**src/rtl/lmnf_pkg.sv**
```systemverilog
`timescale 1ns / 1ps
// Package for the list marker numeral formatter.
// Holds the job record passed from front to back, character codes and
// the Roman numeral helper functions. No dependencies.
package lmnf_pkg;

  // marker styles on the input
  localparam logic [3:0] STYLE_DISC        = 4'd0;
  localparam logic [3:0] STYLE_SQUARE      = 4'd1;
  localparam logic [3:0] STYLE_CIRCLE      = 4'd2;
  localparam logic [3:0] STYLE_DECIMAL     = 4'd3;
  localparam logic [3:0] STYLE_LOWER_ALPHA = 4'd4;
  localparam logic [3:0] STYLE_UPPER_ALPHA = 4'd5;
  localparam logic [3:0] STYLE_LOWER_ROMAN = 4'd6;
  localparam logic [3:0] STYLE_UPPER_ROMAN = 4'd7;

  // Roman ranges, exclusive upper bounds
  localparam logic signed [15:0] ROMAN_LOWER_LIMIT = 16'sd3000;
  localparam logic signed [15:0] ROMAN_UPPER_LIMIT = 16'sd20000;

  // code points
  localparam logic [15:0] CP_DISC    = 16'h2022;
  localparam logic [15:0] CP_SQUARE  = 16'h25AA;
  localparam logic [15:0] CP_CIRCLE  = 16'h25E6;
  localparam logic [15:0] CP_MINUS   = 16'h2212;
  localparam logic [15:0] CP_PERIOD  = 16'h002E;
  localparam logic [15:0] CP_AT      = 16'h0040;
  localparam logic [15:0] CP_ZERO    = 16'h0030;
  localparam logic [15:0] CP_UPPER_A = 16'h0041;
  localparam logic [15:0] CP_LOWER_A = 16'h0061;
  localparam logic [15:0] CP_LPAREN  = 16'h0028;
  localparam logic [15:0] CP_RPAREN  = 16'h0029;
  localparam logic [15:0] CP_BAR     = 16'h007C;
  localparam logic [15:0] CP_I       = 16'h0049;
  localparam logic [15:0] CP_V       = 16'h0056;
  localparam logic [15:0] CP_X       = 16'h0058;
  localparam logic [15:0] CP_L       = 16'h004C;
  localparam logic [15:0] CP_C       = 16'h0043;
  localparam logic [15:0] CP_D       = 16'h0044;
  localparam logic [15:0] CP_M       = 16'h004D;
  localparam logic [15:0] CASE_BIT   = 16'h0020;

  // digit extraction: divide by 10 or 26 via reciprocal multiply
  localparam int          NUM_DIGITS = 5;
  localparam logic [15:0] RECIP10    = 16'hCCCD;
  localparam int          SHIFT10    = 19;
  localparam logic [15:0] RECIP26    = 16'h9D8A;
  localparam int          SHIFT26    = 20;
  localparam logic [2:0]  TOP_PLACE  = 3'(NUM_DIGITS - 1);

  typedef enum logic [1:0] {
    KIND_BULLET,
    KIND_DEC,
    KIND_ALPHA,
    KIND_ROMAN
  } kind_t;

  typedef enum logic [1:0] {
    BK_IDLE,
    BK_CONV,
    BK_EMIT
  } back_state_t;

  typedef struct packed {
    kind_t       kind;
    logic        upper;
    logic        neg;
    logic [15:0] mag;
    logic [15:0] glyph;
  } job_t;

  // characters produced by one decimal place of a Roman numeral
  function automatic logic [2:0] roman_len(input logic [2:0] place, input logic [4:0] dg);
    logic [2:0] len;
    if (place == 3'd4) begin
      len = (dg != 5'd0) ? 3'd5 : 3'd0;
    end else if (place == 3'd3) begin
      len = (dg >= 5'd5) ? 3'(dg - 5'd2) : 3'(dg);
    end else if (dg == 5'd9) begin
      len = 3'd2;
    end else if (dg >= 5'd5) begin
      len = 3'(dg - 5'd4);
    end else if (dg == 5'd4) begin
      len = 3'd2;
    end else begin
      len = 3'(dg);
    end
    return len;
  endfunction

  // character k of one Roman place
  function automatic logic [15:0] roman_char(input logic [2:0] place, input logic [4:0] dg,
                                             input logic [2:0] k, input logic upper);
    logic [15:0] cs;
    logic [15:0] one;
    logic [15:0] five;
    logic [15:0] ten;
    logic [15:0] ch;
    cs = upper ? 16'h0000 : CASE_BIT;
    case (place)
      3'd2: begin
        one = CP_C | cs; five = CP_D | cs; ten = CP_M | cs;
      end
      3'd1: begin
        one = CP_X | cs; five = CP_L | cs; ten = CP_C | cs;
      end
      default: begin
        one = CP_I | cs; five = CP_V | cs; ten = CP_X | cs;
      end
    endcase
    if (place == 3'd4) begin
      // ten thousand: ((|))
      if (k < 3'd2) ch = CP_LPAREN;
      else if (k == 3'd2) ch = CP_BAR;
      else ch = CP_RPAREN;
    end else if (place == 3'd3) begin
      // five thousand is |)) then extra M
      if (dg >= 5'd5 && k == 3'd0) ch = CP_BAR;
      else if (dg >= 5'd5 && k < 3'd3) ch = CP_RPAREN;
      else ch = CP_M | cs;
    end else if (dg == 5'd9) begin
      ch = (k == 3'd0) ? one : ten;
    end else if (dg >= 5'd5) begin
      ch = (k == 3'd0) ? five : one;
    end else if (dg == 5'd4) begin
      ch = (k == 3'd0) ? one : five;
    end else begin
      ch = one;
    end
    return ch;
  endfunction

endpackage

```
**src/rtl/lmnf_front.sv**
```systemverilog
`timescale 1ns / 1ps
// Front end: accepts input beats and classifies them into jobs.
// Uses lmnf_pkg; feeds lmnf_queue.
module lmnf_front import lmnf_pkg::*; (
  input  logic        in_valid,
  output logic        in_stall,
  input  logic [3:0]  marker_style,
  input  logic [15:0] list_number,
  input  logic        q_full,
  output logic        push,
  output job_t        push_job
);

  logic              neg;
  logic [15:0]       mag;
  logic              has_marker;
  logic signed [15:0] num;

  assign num      = list_number;
  assign neg      = list_number[15];
  assign mag      = neg ? (16'd0 - list_number) : list_number;
  assign in_stall = q_full;
  assign push     = in_valid && !q_full && has_marker;

  always_comb begin
    has_marker     = 1'b1;
    push_job.kind  = KIND_DEC;
    push_job.upper = 1'b0;
    push_job.neg   = neg;
    push_job.mag   = mag;
    push_job.glyph = CP_DISC;
    unique case (marker_style)
      STYLE_DISC: begin
        push_job.kind = KIND_BULLET;
        push_job.neg  = 1'b0;
      end
      STYLE_SQUARE: begin
        push_job.kind  = KIND_BULLET;
        push_job.neg   = 1'b0;
        push_job.glyph = CP_SQUARE;
      end
      STYLE_CIRCLE: begin
        push_job.kind  = KIND_BULLET;
        push_job.neg   = 1'b0;
        push_job.glyph = CP_CIRCLE;
      end
      STYLE_DECIMAL: begin
        push_job.kind = KIND_DEC;
      end
      STYLE_LOWER_ALPHA: begin
        push_job.kind = KIND_ALPHA;
      end
      STYLE_UPPER_ALPHA: begin
        push_job.kind  = KIND_ALPHA;
        push_job.upper = 1'b1;
      end
      STYLE_LOWER_ROMAN: begin
        if (num > 16'sd0 && num < ROMAN_LOWER_LIMIT) push_job.kind = KIND_ROMAN;
      end
      STYLE_UPPER_ROMAN: begin
        push_job.upper = 1'b1;
        if (num > 16'sd0 && num < ROMAN_UPPER_LIMIT) push_job.kind = KIND_ROMAN;
      end
      default: begin
        has_marker = 1'b0;
      end
    endcase
  end

endmodule

```
**src/rtl/lmnf_queue.sv**
```systemverilog
`timescale 1ns / 1ps
// Short job queue between the front end and the back end.
// Uses lmnf_pkg for the job record.
module lmnf_queue import lmnf_pkg::*; #(
  parameter int DEPTH = 2
) (
  input  logic clk,
  input  logic rst,
  input  logic push,
  input  job_t push_job,
  input  logic pop,
  output job_t pop_job,
  output logic not_empty,
  output logic full
);

  localparam int PTR_W = $clog2(DEPTH);
  localparam int CNT_W = $clog2(DEPTH + 1);

  job_t             slots [DEPTH];
  logic [PTR_W-1:0] wr_ptr;
  logic [PTR_W-1:0] rd_ptr;
  logic [CNT_W-1:0] count;

  assign not_empty = (count != '0);
  assign full      = (count == CNT_W'(DEPTH));
  assign pop_job   = slots[rd_ptr];

  always_ff @(posedge clk) begin
    if (rst) begin
      wr_ptr <= '0;
      rd_ptr <= '0;
      count  <= '0;
    end else begin
      if (push) wr_ptr <= (wr_ptr == PTR_W'(DEPTH - 1)) ? '0 : wr_ptr + 1'b1;
      if (pop) rd_ptr <= (rd_ptr == PTR_W'(DEPTH - 1)) ? '0 : rd_ptr + 1'b1;
      unique case ({push, pop})
        2'b10:   count <= count + 1'b1;
        2'b01:   count <= count - 1'b1;
        default: count <= count;
      endcase
    end
  end

  always_ff @(posedge clk) begin
    if (push) slots[wr_ptr] <= push_job;
  end

  a_no_overflow: assert property (@(posedge clk) disable iff (rst) !(push && full))
    else $error("queue push while full");
  a_no_underflow: assert property (@(posedge clk) disable iff (rst) !(pop && !not_empty))
    else $error("queue pop while empty");
  a_count_up: assert property (@(posedge clk) disable iff (rst)
    (push && !pop) |=> count == $past(count) + 1'b1)
    else $error("queue count did not follow push");

endmodule

```
**src/rtl/lmnf_back.sv**
```systemverilog
`timescale 1ns / 1ps
// Back end: extracts digits one per cycle, then emits one character per beat.
// Uses lmnf_pkg; takes jobs from lmnf_queue.
module lmnf_back import lmnf_pkg::*; (
  input  logic        clk,
  input  logic        rst,
  input  logic        q_valid,
  input  job_t        q_job,
  output logic        q_pop,
  output logic        out_valid,
  input  logic        out_stall,
  output logic [15:0] code_point,
  output logic        last_char
);

  back_state_t state;
  back_state_t state_next;

  // job context
  kind_t       kind;
  logic        upper;
  logic        sign_pend;
  logic        zero_at;
  logic [15:0] glyph;
  logic        body;
  logic [2:0]  place;
  logic [2:0]  run;
  logic [15:0] val;
  logic [4:0]  digs [NUM_DIGITS];
  logic [2:0]  ndig;

  // divider datapath
  logic        is_alpha;
  logic [15:0] div_in;
  logic [31:0] prod;
  logic [15:0] quo;
  logic [15:0] rem_full;
  logic [4:0]  rem;

  // emit datapath
  logic [4:0]  cur_dig;
  logic [2:0]  body_len;
  logic [15:0] body_char;
  logic        can_emit;
  logic        emit;
  logic [15:0] emit_char;
  logic        emit_last;
  logic        take_sign;
  logic        take_body;
  logic        take_final;
  logic        direct_emit;

  assign is_alpha = (kind == KIND_ALPHA);
  assign div_in   = is_alpha ? val - 16'd1 : val;
  assign prod     = 32'(div_in) * 32'(is_alpha ? RECIP26 : RECIP10);
  assign quo      = is_alpha ? 16'(prod >> SHIFT26) : 16'(prod >> SHIFT10);
  assign rem_full = div_in - (is_alpha ? 16'(quo * 16'd26) : 16'(quo * 16'd10));
  assign rem      = rem_full[4:0];

  assign cur_dig  = digs[place];
  assign body_len = (kind == KIND_ROMAN) ? roman_len(place, cur_dig) : 3'd1;
  assign can_emit = !out_valid || !out_stall;
  assign direct_emit = (q_job.kind == KIND_BULLET) ||
                       (q_job.kind == KIND_ALPHA && q_job.mag == 16'd0);

  always_comb begin
    unique case (kind)
      KIND_ROMAN: body_char = roman_char(place, cur_dig, run, upper);
      KIND_ALPHA: body_char = zero_at ? CP_AT
                                      : (upper ? CP_UPPER_A : CP_LOWER_A) + 16'(cur_dig);
      default:    body_char = CP_ZERO + 16'(cur_dig);
    endcase
  end

  // outputs of the sequencer
  always_comb begin
    q_pop      = 1'b0;
    emit       = 1'b0;
    emit_char  = CP_PERIOD;
    emit_last  = 1'b0;
    take_sign  = 1'b0;
    take_body  = 1'b0;
    take_final = 1'b0;
    unique case (state)
      BK_IDLE: q_pop = q_valid;
      BK_CONV: ;
      BK_EMIT: begin
        if (sign_pend) begin
          emit_char = CP_MINUS;
          emit      = can_emit;
          take_sign = can_emit;
        end else if (body) begin
          emit_char = body_char;
          emit      = can_emit && (body_len != 3'd0);
          // an empty Roman place is skipped without a beat
          take_body = can_emit || (body_len == 3'd0);
        end else begin
          emit_char  = (kind == KIND_BULLET) ? glyph : CP_PERIOD;
          emit_last  = 1'b1;
          emit       = can_emit;
          take_final = can_emit;
        end
      end
      default: ;
    endcase
  end

  // next state
  always_comb begin
    state_next = state;
    unique case (state)
      BK_IDLE: if (q_valid) state_next = direct_emit ? BK_EMIT : BK_CONV;
      BK_CONV: if (quo == 16'd0) state_next = BK_EMIT;
      BK_EMIT: if (take_final) state_next = BK_IDLE;
      default: state_next = BK_IDLE;
    endcase
  end

  always_ff @(posedge clk) begin
    if (rst) begin
      state     <= BK_IDLE;
      out_valid <= 1'b0;
    end else begin
      state <= state_next;
      if (emit) out_valid <= 1'b1;
      else if (!out_stall) out_valid <= 1'b0;
    end
  end

  always_ff @(posedge clk) begin
    if (emit) begin
      code_point <= emit_char;
      last_char  <= emit_last;
    end
    if (q_pop) begin
      kind      <= q_job.kind;
      upper     <= q_job.upper;
      sign_pend <= q_job.neg;
      glyph     <= q_job.glyph;
      val       <= q_job.mag;
      zero_at   <= (q_job.kind == KIND_ALPHA) && (q_job.mag == 16'd0);
      body      <= (q_job.kind == KIND_ALPHA) && (q_job.mag == 16'd0);
      ndig      <= 3'd0;
      place     <= 3'd0;
      run       <= 3'd0;
      for (int i = 0; i < NUM_DIGITS; i++) digs[i] <= 5'd0;
    end
    if (state == BK_CONV) begin
      for (int i = 0; i < NUM_DIGITS; i++) begin
        if (ndig == 3'(i)) digs[i] <= rem;
      end
      val  <= quo;
      ndig <= ndig + 3'd1;
      if (quo == 16'd0) begin
        body  <= 1'b1;
        place <= (kind == KIND_ROMAN) ? TOP_PLACE : ndig;
        run   <= 3'd0;
      end
    end
    if (take_sign) sign_pend <= 1'b0;
    if (take_body) begin
      if (body_len == 3'd0 || run == body_len - 3'd1) begin
        run <= 3'd0;
        if (place == 3'd0) body <= 1'b0;
        else place <= place - 3'd1;
      end else begin
        run <= run + 3'd1;
      end
    end
  end

  a_digit_bound: assert property (@(posedge clk) disable iff (rst)
    (state == BK_CONV) |-> (ndig < 3'(NUM_DIGITS)))
    else $error("digit extraction ran past five digits");
  a_place_bound: assert property (@(posedge clk) disable iff (rst)
    (state == BK_EMIT && body) |-> (place <= TOP_PLACE))
    else $error("emit place out of range");
  a_last_ends: assert property (@(posedge clk) disable iff (rst)
    (emit && emit_last) |=> (state == BK_IDLE))
    else $error("sequencer did not return to idle after last beat");

endmodule

```
**src/rtl/list_marker_numeral_formatter.sv**
```systemverilog
`timescale 1ns / 1ps
// List marker numeral formatter, top level.
// Depends on lmnf_pkg, lmnf_front, lmnf_queue and lmnf_back.
//
// Input channel: one beat carries marker_style and a signed list_number.
// It is taken when in_valid is high and in_stall is low. Style none (and the
// unused style codes) is taken and dropped without producing anything.
// Output channel: one beat per marker character, code_point with last_char
// set on the final character; taken when out_valid is high and out_stall low.
// Bullets give one glyph; decimal gives minus, digits, period; alpha uses
// bijective base 26 ('@' for zero); Roman uses apostrophus forms and falls
// back to decimal outside its range.
// Timing: the front classifies in the accepting cycle and writes a job to a
// QUEUE_DEPTH-entry queue, so up to that many items are taken while the back
// end is busy. The back end pops a job, divides by 10 or 26 once per cycle
// through a reciprocal multiplier (up to 5 digits), then emits one character
// per cycle while out_stall is low; an empty Roman place is skipped without
// a beat. The back end takes the next job only after the last character of
// the current one. The longest marker is upper Roman 18888: 5 digits, 24
// characters.
// Reset empties the queue and the output register. A stalled receiver
// holds the current character in the output register; the back end waits,
// and once the queue fills in_stall rises.
module list_marker_numeral_formatter import lmnf_pkg::*; #(
  parameter int QUEUE_DEPTH = 2
) (
  input  logic        clk,
  input  logic        rst,
  input  logic        in_valid,
  output logic        in_stall,
  input  logic [3:0]  marker_style,
  input  logic [15:0] list_number,
  output logic        out_valid,
  input  logic        out_stall,
  output logic [15:0] code_point,
  output logic        last_char
);

  logic push;
  job_t push_job;
  logic pop;
  job_t pop_job;
  logic q_valid;
  logic q_full;

  lmnf_front u_front (
    .in_valid     (in_valid),
    .in_stall     (in_stall),
    .marker_style (marker_style),
    .list_number  (list_number),
    .q_full       (q_full),
    .push         (push),
    .push_job     (push_job)
  );

  lmnf_queue #(.DEPTH(QUEUE_DEPTH)) u_queue (
    .clk       (clk),
    .rst       (rst),
    .push      (push),
    .push_job  (push_job),
    .pop       (pop),
    .pop_job   (pop_job),
    .not_empty (q_valid),
    .full      (q_full)
  );

  lmnf_back u_back (
    .clk        (clk),
    .rst        (rst),
    .q_valid    (q_valid),
    .q_job      (pop_job),
    .q_pop      (pop),
    .out_valid  (out_valid),
    .out_stall  (out_stall),
    .code_point (code_point),
    .last_char  (last_char)
  );

endmodule

```
**config.mk**
```make
export PLATFORM = sky130hd
export DESIGN_NAME = list_marker_numeral_formatter
export DESIGN_NICKNAME = d
export VERILOG_FILES = /design/src/rtl/lmnf_pkg.sv /design/src/rtl/lmnf_front.sv /design/src/rtl/lmnf_queue.sv /design/src/rtl/lmnf_back.sv /design/src/rtl/list_marker_numeral_formatter.sv
export SDC_FILE = /design/constraint.sdc
export NUM_CORES = 1
export LEC_CHECK = 0
export BUFFER_PORTS_ARGS = -buffer_cell sky130_fd_sc_hd__buf_2
export CAP_MARGIN = 10
export CORE_MARGIN = 2
export CORE_UTILIZATION = 65
export DETAILED_ROUTE_END_ITERATION = 6
export PLACE_DENSITY = 0.83
export SYNTH_ARGS = -nofsm -noshare
export SYNTH_HDL_FRONTEND = slang
export SYNTH_SLANG_ARGS = --single-unit
```
**constraint.sdc**
```tcl
create_clock -name clk -period 21.6 [get_ports clk]
set_input_delay 3.24 -clock clk [delete_from_list [all_inputs] [get_ports clk]]
set_output_delay 3.24 -clock clk [all_outputs]
set_load 0.005 [all_outputs]
```
* Yosys cells after proc, flatten, opt, wreduce, memory -nomap -nowiden *
Memories as Yosys holds them, arrays and structs flattened. A register that Yosys moved wholly into a read port is not among the register bits.
Cells that the tools add are included.

storage, ports and cells
  memories = 2
  register bits after elaboration = 71
  output and inout port bits = 19
  input port bits = 24
  bits in writable memories = 87
  logic and storage cells = 230

memory list
  memory         depth  width  rd ports  clocked after Yosys merged registers in  write ports  line              text
  u_queue.slots  2      31     1         1                                        1            lmnf_queue.sv:20  job_t slots [DEPTH];
  u_back.digs    5      5      1         1                                        5            lmnf_back.sv:29   logic [4:0] digs [NUM_DIGITS];

cells by class
  add/sub/neg operators = 15
  reductions and logical operators = 36
  mux-type cells = 113
  order comparisons = 6
  $mul = 3
  equality and inequality tests = 31
  bitwise gates (word level) = 6

operators with widths
  kind                                                             number
  2-to-1 mux 16 bit                                                11
  2-to-1 mux 3 bit                                                 22
  2-to-1 mux 5 bit                                                 12
  2-to-1 mux 1 bit                                                 47
  logical NOT 16 bit                                               2
  multiplier 16 x 16 -> 32 bit                                     1
  one-hot mux 16 bit (2 select lines)                              1
  one-hot mux 5 bit (2 select lines)                               3
  one-hot mux 11 bit (2 select lines)                              1
  equality test 4 x 3 -> 1 bit (second input constant)             4
  greater-than comparator 16 x 1 -> 1 bit (second input constant)  1
  < comparator 16 x 13 -> 1 bit (second input constant)            1
  < comparator 16 bit (second input constant)                      1
  multiplier 16 x 3 -> 4 bit (second input constant)               1
  multiplier 16 x 4 -> 4 bit (second input constant)               1
  subtractor 1 x 16 -> 16 bit (first input constant)               1
  subtractor 16 x 1 -> 16 bit (second input constant)              1
  equality test 3 x 2 -> 1 bit (second input constant)             5
  2-to-1 mux 15 bit                                                1
  2-to-1 mux 14 bit                                                1
  2-to-1 mux 7 bit                                                 2
  2-to-1 mux 13 bit                                                1
  equality test 2 bit (second input constant)                      6
  logical NOT 3 bit                                                4
  40 further kinds                                                 79

* Logic depth before layout (Yosys ltp) *
Gate-level depths: netlist (run 1).

  depth after elaboration = 13
  mapped depth = 34
  mapped depth without buffers = 34

* Modules after synthesis *
From an unflattened synthesis (run 1), not the netlist that was laid out.

second synthesis, totals
  cell total of the unflattened synthesis = 1,488
  area, all modules = 15,229.6 um^2

by module, submodules not included
  module      cells an instance  sequential area each (um^2)  instances  area an instance (um^2)
  lmnf_back   1,265              2,652.5                      1          11,812.6
  lmnf_queue  134                2,262.2                      1          2,797.7
  lmnf_front  89                 0.0                          1          619.3

* Worst setup path after synthesis (run 1) *
No wires, ideal clock.

  kind = reg2reg
  start point = reg u_back.kind[0]
  end point = mem u_back.digs[0][4], data pin
  data required time = 21.310 ns
  cell stages (with the launch flop) = 34
  data arrival time = 8.492 ns
  setup slack = 12.817 ns
  clock period less this slack = 8.783 ns
  buffers on the path = 1
  library setup time = 0.290 ns
  cell sequence = edfxtp_1 nor2b_1 clkbuf_1 nand2_1 nor4_1 or3b_2 xnor2_1 inv_1 fa_1 inv_1 ha_1 inv_1 fa_1 inv_1 fa_1 fa_1 inv_1 fa_1 inv_1 ha_1 and4_4 and3_4 a311oi_4 a211oi_1 o31ai_1 nand3b_1 ha_1 inv_1 ha_1 a21oi_1 xnor2_1 xnor2_1 xnor2_1 nor2_1

RTL lines
  element                   line              text
  start: declaration        lmnf_back.sv:20   kind_t kind;
  start signal: assignment  lmnf_back.sv:136  kind <= q_job.kind;
  end: declaration          lmnf_back.sv:29

==> results of run 1 <==
[Yosys cell counts, drive strengths merged (4+ instances only)]
master and count:
o211ai 7, mux4 5, nor3b 5, and3 11
nor4 8, clkbuf 27, nor2b 16, a31oi 7
inv 267, o21bai 4, mux2 11, nand2 106
and2 10, xor2 15, a2111oi 5, nand3 17
dfxtp 16, nor2 81, or2 5, fa 126
buf 13, xnor2 43, ha 162, o31ai 6
nand2b 12, nor3 20, nand4 10, a21oi 62
a311oi 5, a211oi 15, o2111ai 4, edfxtp 109
a41oi 4, o21ai 50, a21o 11, or3 15
nor4b 6, mux2i 26
[routing by layer]
metal / vias to the layer above / part of all wire (%) / GRT usage [%]
li1: 4659 / - / -
met1: 4906 / 41 / 43.5
met2: 513 / 47 / 51.2
met3: 89 / 8.3 / 4.78
met4: 0 / 3.4 / 10.6
met5: - / 0 / 0
[cells in the final DEF (no fill, tap or decap), types with 5 or more instances in the layout]
cell,synthesis,final
a211oi_1,15,15
a21o_1,11,11
a21oi_1,61,61
a31oi_1,7,7
and2_1,9,9
and3_1,10,10
buf_2,2,38
buf_4,5,5
clkbuf_16,0,17
conb_1,2,5
dfxtp_1,16,16
edfxtp_1,109,109
fa_1,126,126
ha_1,162,162
inv_1,266,266
mux2_2,11,11
mux2i_1,25,25
mux4_2,5,5
nand2_1,106,106
nand2b_1,12,12
nand3_1,15,15
nand4_1,10,10
nor2_1,81,80
nor2b_1,16,15
nor3_1,19,19
nor3b_1,5,5
nor4_1,7,7
nor4b_1,6,6
o211ai_1,7,7
o21ai_0,50,50
o31ai_1,6,6
or2_2,5,5
or3_1,15,15
xnor2_1,43,43
xor2_1,15,15
[worst register-to-register path: cells and delay by family, from the launching register on]
kind,cells,cell delay (ns)
fa+ha+maj,9,3.76
compound gates,5,0.94
flops,1,0.54
simple gates,9,2.56
buf+inv,7,0.61
xor+xnor,4,1.01
[cell families (layout without fill, tap and decap cells)]
logic type               after synthesis  count (layout)  synth area share (%)
AO/OA/AOI/OAI                        209             209                  10.3
XOR/XNOR                              58              58                  3.79
adder cells (fa/ha/maj)              288             288                  33.9
buffers and inverters                308             343                  8.84
flip-flops                           125             125                  26.8
multiplexers                          42              42                  3.73
other                                  2               5                0.0560
AND/OR/NAND/NOR                      336             336                  12.5
[state kept, by name, indices dropped and copies added (netlist names), named ones only]
signal,flops
u_back.body,1
u_back.code_point,11
u_back.digs,25
u_back.glyph,3
u_back.kind,2
u_back.last_char,1
u_back.ndig,3
u_back.out_valid,1
u_back.place,3
u_back.run,3
u_back.sign_pend,1
u_back.state,2
u_back.upper,1
u_back.val,16
u_back.zero_at,1
u_queue.count,2
u_queue.rd_ptr,1
u_queue.slots,46
u_queue.wr_ptr,1
[area by class of cell]
type	count	area share (%)
Multi-Input combinational cell	938	59.9
Sequential cell	125	24.9
Inverter	268	6.97
Clock buffer	18	2.97
Tap cell	270	2.34
Timing Repair Buffer	44	1.77
Clock inverter	13	1.14
[per-stage QoR]
stage          setup slack [ns]  hold WS, ns  area (um2)
2_1_floorplan             12.82        0.467       13400
3_3_place_gp              12.26        0.482       13800
3_5_place_dp              12.02        0.495       13800
4_1_cts                   11.97        0.503       14400
6_report                  11.87        0.523       14400
5_1_grt                   11.23        0.569       14400
[worst max-delay path by stage]
stage | startpoint | to | slack (ns) | cells after the start
5_1_grt | u_back.kind[1] | u_back.digs[0][4] | 11.23 | 34
4_1_cts | u_back.kind[1] | u_back.digs[4][4] | 11.97 | 34
6_report | u_back.kind[1] | u_back.digs[4][4] | 11.87 | 34
3_3_place_gp | u_back.kind[1] | u_back.digs[0][4] | 12.26 | 33
2_1_floorplan | u_back.kind[0] | u_back.digs[0][4] | 12.82 | 33
3_5_place_dp | u_back.kind[1] | u_back.digs[0][4] | 12.02 | 34
==> results.cfg, run 1 <==
[status]
status = completed

[setup_path]
path_buf_inv = 7
crit_path_frequent_cell = inv_1
path_max_fanout = 31
critPathLaunchType = flip-flop
slowest_stage = nor4_1
critPathCaptureType = flip-flop
reg2reg_to = u_back.digs[4][4]
path_delay_family = adder cells
rrSetupSlack_ns = 11.87
critical_path.max_stage_delay_ns = 0.59
arrival_ns = 9.84
timing.rr.start = u_back.kind[1]
crit_type = flip-flop to flip-flop
critPathRequiredTime_ns = 21.71
worstRegToRegCells = 34

[cts]
worstSkewPairLatency_ns = 0.42
clk_pin_slew_ns = 0.06
cts.path.max_buffers = 2
htree_levels = 4
ctsHoldBuffers = 0
post-cts-setup-buffers = 0
cts_resized = 0
cts-root-buf = clkbuf_16
cts_tree = yes
cts_made_buffers = 17
cts_num_sinks = 125

[synthesis]
synth-seq-cells = 125
synthArstFlopShare_pct = 0
postSynthAreaPerCell_um2 = 9.80
ys.flop_type = edfxtp_1
ys_warn_count = 0
yosys.area.top_type = edfxtp_1
ys_types = 80
synth_top_area_share_pct = 24.4
synth_edf_count = 109
synthesis.area_um2 = 13400
synth-seq-area-share_pct = 26.8
netlist_top_cells_area = edfxtp_1 24%, fa_1 19%, ha_1 15%
postSynthCellCount = 1368

[placement]
placed_cells = 1644
port_buffers = 38
gp_congestion = 1.01
hpwl_mm = 26.1

[global_route]
track_usage_pct = 31.4
antenna_found_initial = 0
grt_pass1_wl_mm = 53.4
grt_pass1_vias = 10400
grt_max_degree = 45
grt_overflow = 0

[timing]
fin_setup_tns_ns = 0
rsz0062_at_grt = no
slew_violations = 0
slew-limit-headroom_pct = 30.9
fin_skew_ns = 0.0166
period_needed_ns = 9.73
max_freq_mhz = 103
hold_violations = 0
fin_crit_sh_pct = 45.0
setup_viol = 0
worst_pin_slew_ns = 1.04

[cells_and_area]
n_fill_cell = 1425
area_growth_syn_to_layout_pct = 7.65
drive_gt1_share_pct = 8.25
multi_input_area_um2 = 8640
nets = 1706
regArea_um2 = 3590
fin_cells = 1676
utilization_pct = 71.3
antenna_cells = 0

[die]
die_w_um = 148
die_height_um = 148
core_area_um2 = 20200
start_util_pct = 66.2
num_io_pins = 43
die_area_um2 = 21800
rows = 52

[routing]
drt-pass1-iter-count = 6
wl_mm = 32.4
routedWlPerCell_um = 19.3
ant_nets = 0
via_per_inst = 6.07
drc = 0
drtIter0Drc = 1104
vias = 10200

[hold_path]
hold_start = u_queue.count[1]
hold_depth = 2
worstHoldPathType = flip-flop to flip-flop
whs_endpoint = u_queue.count[1]

[job]
maxCapViolations = 0
Power of run 1 is not shown: default switching activity piles up to over one toggle a cycle in this logic, so the estimate is an artifact.
==> inputs of run 2 (changes only) <==
Settings changed: ABC_AREA from default to 1.
Clock period 21.6 ns to 9.8 ns, I/O delays scaled along.
==> run 2 against run 1 <==
Effect of this change: register-to-register slack lost 11 ns; sequential share of layout area shrank 1.9 points; flip-flop and latch count is the same; global-route usage grew 2.0 points; via count grew 19%; die area grew 8.0%; worst hold slack lost 0.055 ns; first-iteration DRC count grew 5.3%; setup slack lost 11 ns; core utilization grew 0.18 points; synthesized cell count grew 33%; critical endpoint is now u_back.digs[1][4]; largest cell class unchanged; highest routed layer is now met5.
==> results.cfg, run 2 <==
[cells_and_area]
drive_gt1_share_pct = 8.36
reg_top3 = u_queue.slots x46, u_back.digs x25, u_back.val x16
final_cell_area_um2 = 15600
regMostFlops = u_queue.slots
layout_commonest_cell = inv_1
final_cell_mix = 460 x inv_1, 353 x nand2_1, 162 x ha_1
nets = 2176
fin_cells = 2157
antenna_cells = 0
area_growth_syn_to_layout_pct = 7.84
largest_register_ffs = 46
n_fill_cell = 1696

[synthesis]
synthesis.area_um2 = 14500
postSynthCellCount = 1816
synth.most_common_cell = inv_1
synthArstFlopShare_pct = 0
synth_edf_count = 109
yosys.area.top_type = edfxtp_1
ys_warn_count = 0
synthTopCellsByCount = 460 x inv_1, 353 x nand2_1, 162 x ha_1
netlist_top_cells_area = edfxtp_1 23%, fa_1 17%, ha_1 14%
ys.flop_type = edfxtp_1
synth-seq-cells = 125
postSynthAreaPerCell_um2 = 7.99
ys_types = 52
synth-seq-area-share_pct = 24.8
synth_top_area_share_pct = 22.6

[routing]
ant_nets = 0
vias = 12100
via_per_inst = 5.61
drtIter0Drc = 1163
wl_mm = 37.3
drc = 0
drt-pass1-iter-count = 6
routedWlPerCell_um = 17.3

[setup_path]
crit_path_frequent_cell = inv_1
crit_type = flip-flop to flip-flop
arrival_ns = 9.28
slowest_stage = edfxtp_1
critical_path.max_stage_delay_ns = 0.61
critPathCaptureType = flip-flop
critPathRequiredTime_ns = 10.03
path_max_fanout = 10
critPathLaunchType = flip-flop

[timing]
rsz0062_at_grt = no
max_freq_mhz = 111
worst_pin_slew_ns = 1.18
slew_violations = 0
period_needed_ns = 9.05
fin_crit_sh_pct = 92.3
slew-limit-headroom_pct = 21.0
hold_violations = 0
setup_viol = 0
fin_skew_ns = 0.00756
hold_slack_ns = 0.468
fin_setup_tns_ns = 0

[hold_path]
worstHoldPathType = flip-flop to flip-flop

[global_route]
grt_max_degree = 36
grt_pass1_vias = 12100
grt_overflow = 0
grt_pass1_wl_mm = 62.4
antenna_found_initial = 1
track_usage_pct = 33.4

[placement]
port_buffers = 38
dpl_cell_area_um2 = 15000
placed_cells = 2125
hpwl_mm = 30.2
gp_congestion = 1.03

[cts]
cts.path.max_buffers = 2
clk_pin_slew_ns = 0.06
worstSkewPairLatency_ns = 0.42
htree_levels = 4
cts_tree = yes
cts_num_sinks = 125
cts_made_buffers = 17
post-cts-setup-buffers = 0
ctsHoldBuffers = 0
cts_resized = 0
cts-root-buf = clkbuf_16

[die]
rows = 54
num_io_pins = 43
die_area_um2 = 23500
die_height_um = 153
start_util_pct = 66.3
die_w_um = 153
core_area_um2 = 21900

[status]
status = completed

[job]
maxCapViolations = 0
run 2: critical path: cells and delay by family (launching register included):
kind	cells	cell delay, ns
buffers and inverters	7	0.40
DFF	1	0.61
and+or+nand+nor	12	2.00
adders and majority gates	9	3.81
AOI/OAI and AO/OA	5	0.81
xor gates and xnor gates	4	1.24
run 2: metrics by stage:
step	util [%]	setup slack (ns)
final	71.5	0.754
after global routing	71.5	0.196
after CTS	71.5	0.900
after detailed placement	68.7	0.950
after global placement	68.7	0.977
after floorplan	-	1.81
run 2: per-layer routing:
metal | routed length, um | global-route usage (%) | part of all wire [%]
met5 | 36 | 0 | 0.097
met4 | 1050 | 10.2 | 2.8
met3 | 3890 | 7.06 | 10
met2 | 16900 | 53.2 | 45
met1 | 15400 | 46.4 | 41
run 2: logic make-up after synthesis:
| family | Yosys count | synth area share (%) |
|---|---|---|
| mux | 22 | 1.55 |
| simple gates | 699 | 21.4 |
| xor+xnor | 39 | 2.35 |
| fa+ha+maj | 288 | 31.4 |
| compound gates | 144 | 5.42 |
| buf+inv | 497 | 13.1 |
| other cells | 2 | 0.0518 |
| flops | 125 | 24.8 |
run 2: area by class of cell:
| type | count | area (um2) | area share [%] |
|---|---|---|---|
| clock buffers | 17 | 425 | 2.72 |
| clock inverters | 15 | 184 | 1.18 |
| inverters | 472 | 1770 | 11.3 |
| multi-input cells | 1197 | 9040 | 57.7 |
| flip-flops and latches | 125 | 3590 | 23.0 |
| well taps | 280 | 350 | 2.24 |
| repair buffers | 51 | 288 | 1.84 |
run 2: worst paths after layout:
path | slack [ns] | from | depth (start not counted) | endpoint
max reg2reg | 0.75 | u_back.kind[1] | 37 | u_back.digs[1][4]
min | 0.47 | u_queue.rd_ptr | 1 | u_queue.rd_ptr
max | 0.75 | u_back.kind[1] | 37 | u_back.digs[1][4]
min reg2reg | 0.47 | u_queue.rd_ptr | 1 | u_queue.rd_ptr
Power of run 2 is left out for the same reason.
==> inputs of run 3 (changes only) <==
Settings changed: SYNTH_HIERARCHICAL from default to 1.
==> run 3 against run 2 <==
Effect of this change: cell count is 2.5% higher; clock skew rose by 0.0071 ns; global-route usage shrank 2.3 points; critical path depth is 1 higher; register-to-register slack better by 0.02 ns; fmax increased by 0.21%; worst hold slack improved by 0.068 ns; core utilization decreased by 0.89 points; synthesized cell count is 0.99% higher; routed wire length rose by 4.2%.
==> results.cfg, run 3 <==
[status]
status = completed

[synthesis]
postSynthCellCount = 1834
synth_top_area_share_pct = 28.6
yosys.area.top_type = edfxtp_1
synthMuxAreaShare_pct = 3.22
synth_top_family_by_area = adder cells
ys.flop_type = edfxtp_1
synth-seq-area-share_pct = 30.6
synthArstFlopShare_pct = 0
synthTopCellsByCount = 425 x inv_1, 327 x nand2_1, 170 x nor2_1
ys_warn_count = 6
netlist_top_cells_area = edfxtp_1 29%, fa_1 15%, ha_1 13%
synth_fa_ha_area_share_pct = 27.9
synth-seq-cells = 169
synthesis.area_um2 = 16100
synth_edf_count = 153
synth_compound_area_share_pct = 5.13
ys_types = 59
synth-xor-area-share_pct = 1.96
postSynthAreaPerCell_um2 = 8.76
synth-simple-area-share_pct = 19.2
synth.most_common_cell = inv_1

[die]
die_area_um2 = 26000
core_area_um2 = 24300
die_w_um = 161
num_io_pins = 43
rows = 57
start_util_pct = 66.1
die_height_um = 161

[cells_and_area]
largest_register_ffs = 72
multi_input_area_um2 = 9310
final_cell_mix = 425 x inv_1, 327 x nand2_1, 169 x nor2_1
nets = 2183
drive_gt1_share_pct = 9.96
layout_commonest_cell = inv_1
n_fill_cell = 1835
area_growth_syn_to_layout_pct = 6.85
regArea_um2 = 4920
regMostFlops = u_queue/slots
reg_top3 = u_queue/slots x72, u_back/digs x25
fin_cells = 2211
antenna_cells = 0

[routing]
drc = 0
drt-pass1-iter-count = 6
ant_nets = 0
wl_mm = 38.8
vias = 12400
drtIter0Drc = 1491
via_per_inst = 5.59
routedWlPerCell_um = 17.6

[job]
maxCapViolations = 0

[setup_path]
critPathRequiredTime_ns = 9.98
critPathLaunchType = flip-flop
critPathCaptureType = flip-flop
crit_path_frequent_cell = inv_1
critical_path.max_stage_delay_ns = 0.57
slowest_stage = edfxtp_1
arrival_ns = 9.21
path_max_fanout = 23
crit_type = flip-flop to flip-flop

[global_route]
track_usage_pct = 31.1
grt_pass1_wl_mm = 62.6
grt_max_degree = 46
grt_overflow = 0
grt_pass1_vias = 12100
antenna_found_initial = 0

[timing]
max_freq_mhz = 111
hold_violations = 0
rsz0062_at_grt = no
setup_ws_ns = 0.772
worst_pin_slew_ns = 1.10
fin_crit_sh_pct = 92.1
period_needed_ns = 9.03
fin_skew_ns = 0.0147
fin_setup_tns_ns = 0
slew_violations = 0
slew-limit-headroom_pct = 26.9
setup_viol = 0

[cts]
cts_resized = 0
clk_pin_slew_ns = 0.08
worstSkewPairLatency_ns = 0.44
post-cts-setup-buffers = 0
cts_tree = yes
cts-root-buf = clkbuf_16
htree_levels = 4
cts_made_buffers = 17
cts_num_sinks = 169
ctsHoldBuffers = 0
cts.path.max_buffers = 2

[placement]
port_buffers = 42
pre_cts_slack_ns = 0.739
gp_congestion = 1.04
hpwl_mm = 30.4
placed_cells = 2178

[hold_path]
worstHoldPathType = flip-flop to flip-flop
==> run 3: cell count changes after synthesis, sizes merged, moves of 15 or more <==
cell / before / now
edfxtp: 109 / 153
inv: 469 / 434
mux2: 4 / 36
nand2: 377 / 352
mux2i: 18 / 0
nor2: 164 / 180
buf: 12 / 27
==> run 3: area by class of cell <==
type,instances,area share (%)
multi-input cells,1202,54.2
flip-flops and latches,169,28.6
inverters,436,9.56
clock buffers,17,2.48
well taps,324,2.36
repair buffers,48,1.49
clock inverters,15,1.28
==> run 3: per-stage QoR <==
stage	hold WS (ns)	util, %	cell area, um2
detailed placement	0.518	67.9	16500
CTS	0.536	70.5	17200
finish	0.536	70.6	17200
global placement	0.491	67.9	16500
global route	0.560	70.6	17200
floorplan	0.476	-	16100
==> run 3: worst max-delay path, delay by kind of cell, from the launching register on <==
| family | cells | cell delay, ns |
|---|---|---|
| fa+ha+maj | 9 | 3.82 |
| simple gates | 8 | 1.49 |
| buf+inv | 11 | 0.94 |
| compound gates | 6 | 1.13 |
| flops | 1 | 0.57 |
| xor+xnor | 4 | 0.82 |
==> run 3: worst paths after layout <==
check | from | to | slack [ns] | cells past startpoint
worst min register to register | u_queue/rd_ptr | flip-flop | 0.54 | 2
worst max register to register | u_back/kind[1] | u_back/digs[3][4] | 0.77 | 38
worst max-delay path | u_back/kind[1] | u_back/digs[3][4] | 0.77 | 38
worst min-delay path | u_queue/rd_ptr | flip-flop | 0.54 | 2
==> run 3: metal layers <==
| layer | vias to the layer above | GRT usage [%] | part of all wire, % |
|---|---|---|---|
| met3 | 84 | 4.73 | 8.2 |
| met5 | - | 0 | 0 |
| met4 | 0 | 8.60 | 2.4 |
| li1 | 5846 | - | - |
| met2 | 580 | 50.7 | 46 |
| met1 | 5852 | 43.9 | 43 |
==> run 3: cells by family after synthesis <==
group / after synthesis
buffers and inverters: 472
muxes: 36
xor gates and xnor gates: 36
other: 3
and+or+nand+nor: 686
DFF: 169
adders and majority gates: 285
AOI/OAI and AO/OA: 147
Power of run 3 is left out for the same reason.
